## src/design/rc4_pkg.sv

```systemverilog
// shared types and constants for the rc4 stream cipher
`default_nettype none

package rc4_pkg;

  localparam int unsigned BYTE_W      = 8;
  localparam int unsigned SBOX_DEPTH  = 256;
  localparam int unsigned KEY_LEN_W   = 9;
  localparam logic [KEY_LEN_W-1:0] KEY_LEN_RST = 9'd16;

  // request opcodes carried in the mode field
  typedef enum logic [1:0] {
    MODE_KEY   = 2'd0,
    MODE_KSA   = 2'd1,
    MODE_CRYPT = 2'd2,
    MODE_RSVD  = 2'd3
  } mode_e;

  // one access request to the s-box memory
  typedef struct packed {
    logic              clr;
    logic              rd_en;
    logic [BYTE_W-1:0] rd_addr;
    logic              wr_en;
    logic [BYTE_W-1:0] wr_addr;
    logic [BYTE_W-1:0] wr_data;
  } sbox_req_t;

endpackage

`default_nettype wire

```

## src/design/rc4_sbox_mem.sv

```systemverilog
// s-box memory with per-entry valid bits; an unwritten entry reads as its own index
`default_nettype none

module rc4_sbox_mem
  import rc4_pkg::*;
(
  input  wire logic              clk_i,
  input  wire logic              rst_ni,
  input  wire sbox_req_t         req_i,
  output logic [BYTE_W-1:0]      rdata_o
);

  logic [BYTE_W-1:0]     mem_q [SBOX_DEPTH];
  logic [SBOX_DEPTH-1:0] vld_q;
  logic [BYTE_W-1:0]     rd_data_q;
  logic [BYTE_W-1:0]     rd_addr_q;
  logic                  rd_vld_q;

  // storage array and read data register
  always_ff @(posedge clk_i) begin
    if (req_i.wr_en) begin
      mem_q[req_i.wr_addr] <= req_i.wr_data;
    end
    if (req_i.rd_en) begin
      rd_data_q <= mem_q[req_i.rd_addr];
      rd_addr_q <= req_i.rd_addr;
    end
  end

  // valid bits, cleared as a whole to restore the identity permutation
  always_ff @(posedge clk_i or negedge rst_ni) begin
    if (!rst_ni) begin
      vld_q    <= '0;
      rd_vld_q <= 1'b0;
    end else begin
      if (req_i.clr) begin
        vld_q <= '0;
      end else if (req_i.wr_en) begin
        vld_q[req_i.wr_addr] <= 1'b1;
      end
      if (req_i.rd_en) begin
        rd_vld_q <= vld_q[req_i.rd_addr];
      end
    end
  end

  assign rdata_o = rd_vld_q ? rd_data_q : rd_addr_q;

endmodule

`default_nettype wire

```

## src/design/rc4_key_mem.sv

```systemverilog
// key store: one write port, one registered read port
`default_nettype none

module rc4_key_mem
  import rc4_pkg::*;
#(
  parameter int unsigned DEPTH = 256,
  parameter int unsigned AW    = 8
) (
  input  wire logic              clk_i,
  input  wire logic              we_i,
  input  wire logic [AW-1:0]     waddr_i,
  input  wire logic [BYTE_W-1:0] wdata_i,
  input  wire logic              re_i,
  input  wire logic [AW-1:0]     raddr_i,
  output logic [BYTE_W-1:0]      rdata_o
);

  logic [BYTE_W-1:0] mem_q [DEPTH];
  logic [BYTE_W-1:0] rdata_q;

  // write and registered read
  always_ff @(posedge clk_i) begin
    if (we_i) begin
      mem_q[waddr_i] <= wdata_i;
    end
    if (re_i) begin
      rdata_q <= mem_q[raddr_i];
    end
  end

  assign rdata_o = rdata_q;

endmodule

`default_nettype wire

```

## src/design/rc4_ctrl.sv

```systemverilog
// sequencer with the shared byte adder for key schedule and keystream steps
`default_nettype none

module rc4_ctrl
  import rc4_pkg::*;
#(
  parameter int unsigned MAX_KEY_BYTES = 256,
  parameter int unsigned KEY_AW        = 8
) (
  input  wire logic                 clk_i,
  input  wire logic                 rst_ni,
  // configuration
  input  wire logic                 cfg_we_i,
  input  wire logic [KEY_LEN_W-1:0] cfg_wdata_i,
  // request channel
  input  wire logic                 in_valid_i,
  output logic                      in_stall_o,
  input  wire logic [1:0]           mode_i,
  input  wire logic [BYTE_W-1:0]    key_index_i,
  input  wire logic [BYTE_W-1:0]    key_byte_i,
  input  wire logic [BYTE_W-1:0]    text_byte_i,
  // result channel
  output logic                      out_valid_o,
  input  wire logic                 out_stall_i,
  output logic [BYTE_W-1:0]         out_byte_o,
  // s-box memory
  output sbox_req_t                 sbox_req_o,
  input  wire logic [BYTE_W-1:0]    sbox_rdata_i,
  // key store
  output logic                      key_we_o,
  output logic [KEY_AW-1:0]         key_waddr_o,
  output logic [BYTE_W-1:0]         key_wdata_o,
  output logic                      key_re_o,
  output logic [KEY_AW-1:0]         key_raddr_o,
  input  wire logic [BYTE_W-1:0]    key_rdata_i
);

  localparam logic [KEY_LEN_W-1:0] MaxLen = KEY_LEN_W'(MAX_KEY_BYTES);

  typedef enum logic [3:0] {
    ST_IDLE,
    ST_K_RD,
    ST_K_ADD,
    ST_K_WJ,
    ST_K_WK,
    ST_C_RI,
    ST_C_RJ,
    ST_C_WI,
    ST_C_WJ,
    ST_C_RT,
    ST_C_OUT
  } state_e;

  state_e                state_q, state_d;
  logic [KEY_LEN_W-1:0]  key_len_q, key_len_d;
  logic [KEY_LEN_W-1:0]  len_q, len_d;
  logic [BYTE_W-1:0]     i_q, i_d;
  logic [BYTE_W-1:0]     j_q, j_d;
  logic [BYTE_W-1:0]     k_q, k_d;
  logic [KEY_AW-1:0]     kidx_q, kidx_d;
  logic [BYTE_W-1:0]     si_q, si_d;
  logic [BYTE_W-1:0]     sj_q, sj_d;
  logic [BYTE_W-1:0]     text_q, text_d;
  logic                  out_vld_q, out_vld_d;
  logic [BYTE_W-1:0]     out_byte_q, out_byte_d;

  logic                  accept;
  mode_e                 mode;
  logic [KEY_LEN_W-1:0]  eff_len;
  logic                  kidx_wrap;
  logic                  key_in_range;
  logic [BYTE_W-1:0]     add_a, add_b, add_c, add_sum;
  logic                  out_free;

  assign accept       = in_valid_i && (state_q == ST_IDLE);
  assign mode         = mode_e'(mode_i);
  assign key_in_range = ({1'b0, key_index_i} < MaxLen);
  assign kidx_wrap    = (KEY_LEN_W'(kidx_q) == (len_q - KEY_LEN_W'(1)));
  assign out_free     = !out_vld_q || !out_stall_i;

  // key length clamped into the legal range
  always_comb begin
    eff_len = key_len_q;
    if (key_len_q == '0) begin
      eff_len = KEY_LEN_W'(1);
    end else if (key_len_q > MaxLen) begin
      eff_len = MaxLen;
    end
  end

  // shared byte adder: j update in both phases, keystream index in crypt
  always_comb begin
    add_a = j_q;
    add_b = sbox_rdata_i;
    add_c = '0;
    case (state_q)
      ST_K_ADD: add_c = key_rdata_i;
      ST_C_RT: begin
        add_a = si_q;
        add_b = sj_q;
      end
      default: ;
    endcase
  end
  assign add_sum = add_a + add_b + add_c;

  // sequencer next state and memory requests
  always_comb begin
    state_d    = state_q;
    key_len_d  = key_len_q;
    len_d      = len_q;
    i_d        = i_q;
    j_d        = j_q;
    k_d        = k_q;
    kidx_d     = kidx_q;
    si_d       = si_q;
    sj_d       = sj_q;
    text_d     = text_q;
    out_vld_d  = out_vld_q && out_stall_i;
    out_byte_d = out_byte_q;

    sbox_req_o  = '0;
    key_we_o    = 1'b0;
    key_waddr_o = key_index_i[KEY_AW-1:0];
    key_wdata_o = key_byte_i;
    key_re_o    = 1'b0;
    key_raddr_o = kidx_q;

    if (cfg_we_i) begin
      key_len_d = cfg_wdata_i;
    end

    case (state_q)
      ST_IDLE: begin
        if (accept) begin
          case (mode)
            MODE_KEY: key_we_o = key_in_range;
            MODE_KSA: begin
              sbox_req_o.clr = 1'b1;
              len_d          = eff_len;
              k_d            = '0;
              kidx_d         = '0;
              i_d            = '0;
              j_d            = '0;
              state_d        = ST_K_RD;
            end
            MODE_CRYPT: begin
              text_d  = text_byte_i;
              i_d     = i_q + BYTE_W'(1);
              state_d = ST_C_RI;
            end
            default: ;
          endcase
        end
      end
      // key schedule: read s[k] and key byte
      ST_K_RD: begin
        sbox_req_o.rd_en   = 1'b1;
        sbox_req_o.rd_addr = k_q;
        key_re_o           = 1'b1;
        state_d            = ST_K_ADD;
      end
      // j += s[k] + key, then read s[j]
      ST_K_ADD: begin
        si_d               = sbox_rdata_i;
        j_d                = add_sum;
        sbox_req_o.rd_en   = 1'b1;
        sbox_req_o.rd_addr = add_sum;
        state_d            = ST_K_WJ;
      end
      ST_K_WJ: begin
        sj_d               = sbox_rdata_i;
        sbox_req_o.wr_en   = 1'b1;
        sbox_req_o.wr_addr = j_q;
        sbox_req_o.wr_data = si_q;
        state_d            = ST_K_WK;
      end
      ST_K_WK: begin
        sbox_req_o.wr_en   = 1'b1;
        sbox_req_o.wr_addr = k_q;
        sbox_req_o.wr_data = sj_q;
        k_d                = k_q + BYTE_W'(1);
        kidx_d             = kidx_wrap ? '0 : kidx_q + KEY_AW'(1);
        if (k_q == BYTE_W'(SBOX_DEPTH - 1)) begin
          j_d     = '0;
          state_d = ST_IDLE;
        end else begin
          state_d = ST_K_RD;
        end
      end
      // crypt: read s[i]
      ST_C_RI: begin
        sbox_req_o.rd_en   = 1'b1;
        sbox_req_o.rd_addr = i_q;
        state_d            = ST_C_RJ;
      end
      ST_C_RJ: begin
        si_d               = sbox_rdata_i;
        j_d                = add_sum;
        sbox_req_o.rd_en   = 1'b1;
        sbox_req_o.rd_addr = add_sum;
        state_d            = ST_C_WI;
      end
      ST_C_WI: begin
        sj_d               = sbox_rdata_i;
        sbox_req_o.wr_en   = 1'b1;
        sbox_req_o.wr_addr = i_q;
        sbox_req_o.wr_data = sbox_rdata_i;
        state_d            = ST_C_WJ;
      end
      ST_C_WJ: begin
        sbox_req_o.wr_en   = 1'b1;
        sbox_req_o.wr_addr = j_q;
        sbox_req_o.wr_data = si_q;
        state_d            = ST_C_RT;
      end
      // keystream byte at s[s[i] + s[j]]
      ST_C_RT: begin
        sbox_req_o.rd_en   = 1'b1;
        sbox_req_o.rd_addr = add_sum;
        state_d            = ST_C_OUT;
      end
      ST_C_OUT: begin
        if (out_free) begin
          out_vld_d  = 1'b1;
          out_byte_d = text_q ^ sbox_rdata_i;
          state_d    = ST_IDLE;
        end
      end
      default: state_d = ST_IDLE;
    endcase
  end

  // state and registered outputs
  always_ff @(posedge clk_i or negedge rst_ni) begin
    if (!rst_ni) begin
      state_q    <= ST_IDLE;
      key_len_q  <= KEY_LEN_RST;
      len_q      <= KEY_LEN_W'(1);
      i_q        <= '0;
      j_q        <= '0;
      k_q        <= '0;
      kidx_q     <= '0;
      out_vld_q  <= 1'b0;
    end else begin
      state_q    <= state_d;
      key_len_q  <= key_len_d;
      len_q      <= len_d;
      i_q        <= i_d;
      j_q        <= j_d;
      k_q        <= k_d;
      kidx_q     <= kidx_d;
      out_vld_q  <= out_vld_d;
    end
  end

  // payload registers
  always_ff @(posedge clk_i) begin
    si_q       <= si_d;
    sj_q       <= sj_d;
    text_q     <= text_d;
    out_byte_q <= out_byte_d;
  end

  assign in_stall_o  = (state_q != ST_IDLE);
  assign out_valid_o = out_vld_q;
  assign out_byte_o  = out_byte_q;

endmodule

`default_nettype wire

```

## src/design/rc4_stream_cipher.sv

```systemverilog
// rc4 stream cipher top level
//
// request channel: in_valid_i / in_stall_o with mode_i, key_index_i,
// key_byte_i and text_byte_i. mode 0 writes key_byte_i into the key store at
// key_index_i, mode 1 runs the key schedule, mode 2 xors text_byte_i with the
// next keystream byte, mode 3 is dropped.
// result channel: out_valid_o / out_stall_i with out_byte_o, one result per
// mode 2 request only.
// key_length is written through cfg_we_i / cfg_wdata_i; the user must do so only
// while idle, the block does not enforce it. a key write leaves the block idle; a
// crypt request reads s[i] and s[j], writes them swapped and reads the keystream
// byte; the key schedule clears the s-box, then reads, adds and writes s[j] and
// s[k] for all 256 entries; no request is taken until a sequence ends. all steps
// go through one s-box memory port pair and one byte adder, one access per cycle.
// reset: i and j clear, key_length returns to 16, the s-box reads as the identity
// permutation; the key store is undefined until written. a stalled result stays
// in the output register; crypt waits in its last step until that register is free.
`default_nettype none

module rc4_stream_cipher
  import rc4_pkg::*;
#(
  parameter int unsigned MAX_KEY_BYTES = 256
) (
  input  wire logic                 clk_i,
  input  wire logic                 rst_ni,
  input  wire logic                 cfg_we_i,
  input  wire logic [KEY_LEN_W-1:0] cfg_wdata_i,
  input  wire logic                 in_valid_i,
  output logic                      in_stall_o,
  input  wire logic [1:0]           mode_i,
  input  wire logic [BYTE_W-1:0]    key_index_i,
  input  wire logic [BYTE_W-1:0]    key_byte_i,
  input  wire logic [BYTE_W-1:0]    text_byte_i,
  output logic                      out_valid_o,
  input  wire logic                 out_stall_i,
  output logic [BYTE_W-1:0]         out_byte_o
);

  localparam int unsigned KeyAw = (MAX_KEY_BYTES > 1) ? $clog2(MAX_KEY_BYTES) : 1;

  sbox_req_t          sbox_req;
  logic [BYTE_W-1:0]  sbox_rdata;
  logic               key_we;
  logic [KeyAw-1:0]   key_waddr;
  logic [BYTE_W-1:0]  key_wdata;
  logic               key_re;
  logic [KeyAw-1:0]   key_raddr;
  logic [BYTE_W-1:0]  key_rdata;

  // sequencer
  rc4_ctrl #(
    .MAX_KEY_BYTES(MAX_KEY_BYTES),
    .KEY_AW       (KeyAw)
  ) u_ctrl (
    .clk_i       (clk_i),
    .rst_ni      (rst_ni),
    .cfg_we_i    (cfg_we_i),
    .cfg_wdata_i (cfg_wdata_i),
    .in_valid_i  (in_valid_i),
    .in_stall_o  (in_stall_o),
    .mode_i      (mode_i),
    .key_index_i (key_index_i),
    .key_byte_i  (key_byte_i),
    .text_byte_i (text_byte_i),
    .out_valid_o (out_valid_o),
    .out_stall_i (out_stall_i),
    .out_byte_o  (out_byte_o),
    .sbox_req_o  (sbox_req),
    .sbox_rdata_i(sbox_rdata),
    .key_we_o    (key_we),
    .key_waddr_o (key_waddr),
    .key_wdata_o (key_wdata),
    .key_re_o    (key_re),
    .key_raddr_o (key_raddr),
    .key_rdata_i (key_rdata)
  );

  // permutation state
  rc4_sbox_mem u_sbox (
    .clk_i  (clk_i),
    .rst_ni (rst_ni),
    .req_i  (sbox_req),
    .rdata_o(sbox_rdata)
  );

  // key bytes
  rc4_key_mem #(
    .DEPTH(MAX_KEY_BYTES),
    .AW   (KeyAw)
  ) u_key (
    .clk_i  (clk_i),
    .we_i   (key_we),
    .waddr_i(key_waddr),
    .wdata_i(key_wdata),
    .re_i   (key_re),
    .raddr_i(key_raddr),
    .rdata_o(key_rdata)
  );

endmodule

`default_nettype wire

```

## config.mk

```make
export PLATFORM = sky130hd
export DESIGN_NAME = rc4_stream_cipher
export DESIGN_NICKNAME = d
export VERILOG_FILES = /design/src/design/rc4_pkg.sv /design/src/design/rc4_sbox_mem.sv /design/src/design/rc4_key_mem.sv /design/src/design/rc4_ctrl.sv /design/src/design/rc4_stream_cipher.sv
export SDC_FILE = /design/constraint.sdc
export NUM_CORES = 2
export LEC_CHECK = 0
export BUFFER_PORTS_ARGS = -buffer_cell sky130_fd_sc_hd__buf_2
export CORE_UTILIZATION = 50
export CTS_BUF_LIST = sky130_fd_sc_hd__clkbuf_8
export DETAILED_ROUTE_END_ITERATION = 8
export GPL_ROUTABILITY_DRIVEN = 1
export GPL_TIMING_DRIVEN = 1
export HOLD_SLACK_MARGIN = 0.15
export PLACE_DENSITY = 0.65
export SLEW_MARGIN = 20
export SYNTH_ARGS = -nofsm -noshare
export SYNTH_HDL_FRONTEND = slang
export SYNTH_SLANG_ARGS = --single-unit
```

## constraint.sdc

```tcl
create_clock -name clk_i -period 7.85 [get_ports clk_i]
set_input_delay 2.355 -clock clk_i [delete_from_list [all_inputs] [get_ports clk_i]]
set_output_delay 2.355 -clock clk_i [all_outputs]
set_load 0.05 [all_outputs]
```

==> results.tsv <==
stage	metric	value	unit
outcome	outcome	complete, but fails checks	
outcome	failing checks	DRC	
placed_design	dpl ws	0.973	ns
timing	min Tclk post-route	6.96	ns
synthesis	Syn. warnings	0	
pwr	P_leak	64.0	nW
critical_path	CP max stage delay	0.79	ns
final_layout	P&R area growth vs syn	10.7	%
timing	Final Hold Vio Count	0	
routing	Routed WL	498000	um
synthesis	synth top area cells	edfxtp_1 (71%), mux4_2 (11%), dfrtp_1 (4.4%)	
floorplan	initial core utilization	50.4	%
floorplan	die area	355000	um2
timing	relative slew slack	12.2	%
floorplan	CORE AREA	350000	um2
floorplan	I/O pin total	50	
critical_path	CP top delay family	simple AND/OR/NAND/NOR gates	
pwr	NetSw	0.0320	W
global_routing	vias in the first global route	98200	
placed_design	I/O Buffers	49	
synthesis	Post-synth EDFFs	4152	
pwr	Logic pwr share	40.0	%
critical_path	maximum fanout along the worst path	60	
timing	total negative slack	0	ns
timing	fin crit share	88.7	%
synthesis	Most used DFF post-synth	edfxtp_1	
synthesis	register bit total from synthesis	4464	
routing	DR vias/cell	6.39	
critical_path	CP max-delay cell	nor4b_2	
synthesis	synthesized area	176000	um2
routing	DRT Pass-1 Iters	9	
synthesis	commonest cells in the netlist	edfxtp_1 (4,152), nand2_1 (1,371), mux4_2 (854)	
final_layout	share of cells above drive strength 1	19.2	%
clock_network	# hold bufs at CTS	0	
pwr	maximum VDD drop	0.737	mV
critical_path	Critical Path RT	8.94	ns
synthesis	Avg Inst Size Synth	17.6	um2
pwr	clock power share	23.6	%
synthesis	area share of the largest cell type after synthesis	70.7	%
critical_path	Worst Setup Start Kind	flip-flop	
timing	Final Max Tran Viols	0	
pwr	PwrDens	404	nW/um2
global_routing	Overflow after GRT	0	
routing	via count	99600	
floorplan	Die Ht	596	um
final_layout	fin nets	10400	
timing	Final WS setup	0.887	ns
synthesis	Seq/Total Area, Yosys	75.1	%
routing	Routed wire per std cell	31.9	um
clock_network	Setup Buffers After CTS	0	
routing	Routed Antenna Nets	0	
synthesis	library cells used by synthesis	88	
clock_network	CTS tree	done	
pwr	Flop pwr share	36.4	%
clock_network	CTS Buffer Depth	4	
routing	drt drc	11	
global_routing	first-pass GRT wire length	713000	um
final_layout	Util after Layout	55.8	%
timing	RSZ-0062 raised after global routing	no	
global_routing	GRT Util Overall	27.7	%
clock_network	clock slew at reported path FFs	0.07	ns
synthesis	largest area contributor in the synthesized netlist	edfxtp_1	
clock_network	Clk Latency, worst-skew pair	1.30	ns
placed_design	gpl congestion	0.941	
critical_path	critical-path cell list	nor4b_2, and2_1, fa_1, ha_1, inv_1, fa_1, a21o_4, and2_4, inv_8, buf_12, buf_4, a211oi_1, a31oi_1, o22ai_1, nor3_1, o21ai_0, and4_1, a31oi_1	
floorplan	num rows	217	
critical_path	CP arrival	8.06	ns
min_path	hold crit path type	flip-flop to flip-flop	
timing	final setup violation count	0	
timing	Slew @ Worst Pin	1.32	ns
placed_design	dpl hpwl	297000	um
global_routing	antenna violations before repair	31	
synthesis	asr flop ratio synth	6.99	%
pwr	internal power	0.0470	W
final_layout	fin cells	15600	
pwr	sw frac	40.5	%
routing	drt initial violations	13900	
clock_network	Num CTS Buffers	702	
timing	fmax	144	MHz
clock_network	CTS resizes	0	
timing	final clock skew	0.155	ns
clock_network	H-Tree Depth	6	
clock_network	clk sinks	4464	
job	max-cap check violation count	0	
clock_network	Root Driver	clkbuf_8	
placed_design	placed cells	14300	
synthesis	Cells after Synth	10000	
critical_path	crit end category	flip-flop	
floorplan	Die Wd	596	um
global_routing	largest net degree at the start of global routing	197	
synthesis	Syn Nets	10100	
critical_path	CP Buf/Inv Count	4	
synthesis	most common cell in the synthesized netlist	edfxtp_1	
critical_path	CP Class	flip-flop to flip-flop	
-- stage by stage --
stage | instance area (um2) | total power (W) | hold WS (ns)
2_1_floorplan | 176000 | 0.0470 | 0.455
3_3_place_gp | 182000 | 0.0595 | 0.466
3_5_place_dp | 182000 | 0.0598 | 0.476
4_1_cts | 195000 | 0.0782 | 0.488
5_1_grt | 195000 | 0.0808 | 0.493
6_report | 195000 | 0.0789 | 0.482
-- power groups by stage --
stage               registers, W  clock network, W  logic [W]
detailed placement        0.0292                 0     0.0306
CTS                       0.0287            0.0188     0.0307
global placement          0.0292                 0     0.0303
finish                    0.0288            0.0186     0.0315
floorplan                 0.0293                 0     0.0177
global route              0.0288            0.0198     0.0323
-- metal layers --
metal / track usage (%) / part of all wire [%] / wire [um] / up-vias
li1: - / - / - / 40500
met1: 37.5 / 37 / 186000 / 51500
met2: 42.9 / 47 / 233000 / 6245
met3: 6.82 / 11 / 53900 / 1283
met4: 12.6 / 5.0 / 24700 / 32
met5: 0 / 0.043 / 215 / -
-- layout by cell type (no fill, tap or decap), drive strengths merged, types with 26 or more instances in the layout --
cell and n:
a22oi 60, o21ai 82, nor3 26, nand3 492, dfrtp 310, and3 125, buf 268, nand4 43
nor2 618, a31oi 130, inv 351, mux4 854, clkinv 210, nand2 1371, a311oi 75, o22ai 42
o21a 259, a21oi 142, clkbuf 748, mux2i 127, a32oi 44, a211oi 89, diode 30, edfxtp 4152
-- flip-flops by register name, summed over array words and instances (netlist names), 9 cells and up --
register / count
u_sbox.vld_q: 256
u_sbox.mem_q: 2048
u_ctrl.len_q: 9
u_key.mem_q: 2048
u_ctrl.key_len_q: 9
-- final cells by class --
type | instances | area (um2)
sequential | 4464 | 133000
inverter | 41 | 181
fill | 26700 | 155000
antenna | 30 | 75.1
tap | 4599 | 5750
timing repair buffer | 276 | 2620
clock inverter | 549 | 2980
clock buffer | 740 | 10200
multi-input combinational | 4898 | 41100
-- final timing paths --
kind                                                    start                           endpoint  slack (ns)  cells after the start
worst max-delay path            u_ctrl.state_q[3]$_DFFE_PN0P_        u_sbox.rd_vld_q$_DFFE_PN0N_        0.89                     18
worst min-delay path            u_sbox.vld_q[185]$_DFFE_PN0P_      u_sbox.vld_q[185]$_DFFE_PN0P_        0.48                      1
worst max register to register  u_ctrl.state_q[3]$_DFFE_PN0P_        u_sbox.rd_vld_q$_DFFE_PN0N_        0.89                     18
worst min register to register  u_sbox.vld_q[185]$_DFFE_PN0P_      u_sbox.vld_q[185]$_DFFE_PN0P_        0.48                      1
max in group asynchronous                              rst_ni  u_ctrl.key_raddr_o[1]$_DFFE_PN0P_        5.37                      2
min in group asynchronous                              rst_ni      u_sbox.vld_q[142]$_DFFE_PN0P_        1.06                      1
-- logic make-up after synthesis --
group | Yosys count | synth area share (%)
muxes | 998 | 11.7
DFF | 4464 | 75.1
and+or+nand+nor | 2779 | 6.71
xor gates and xnor gates | 28 | 0.139
buffers and inverters | 680 | 1.81
AOI/OAI and AO/OA | 1072 | 4.32
adders and majority gates | 21 | 0.183
(Power assumes the default switching activity.)
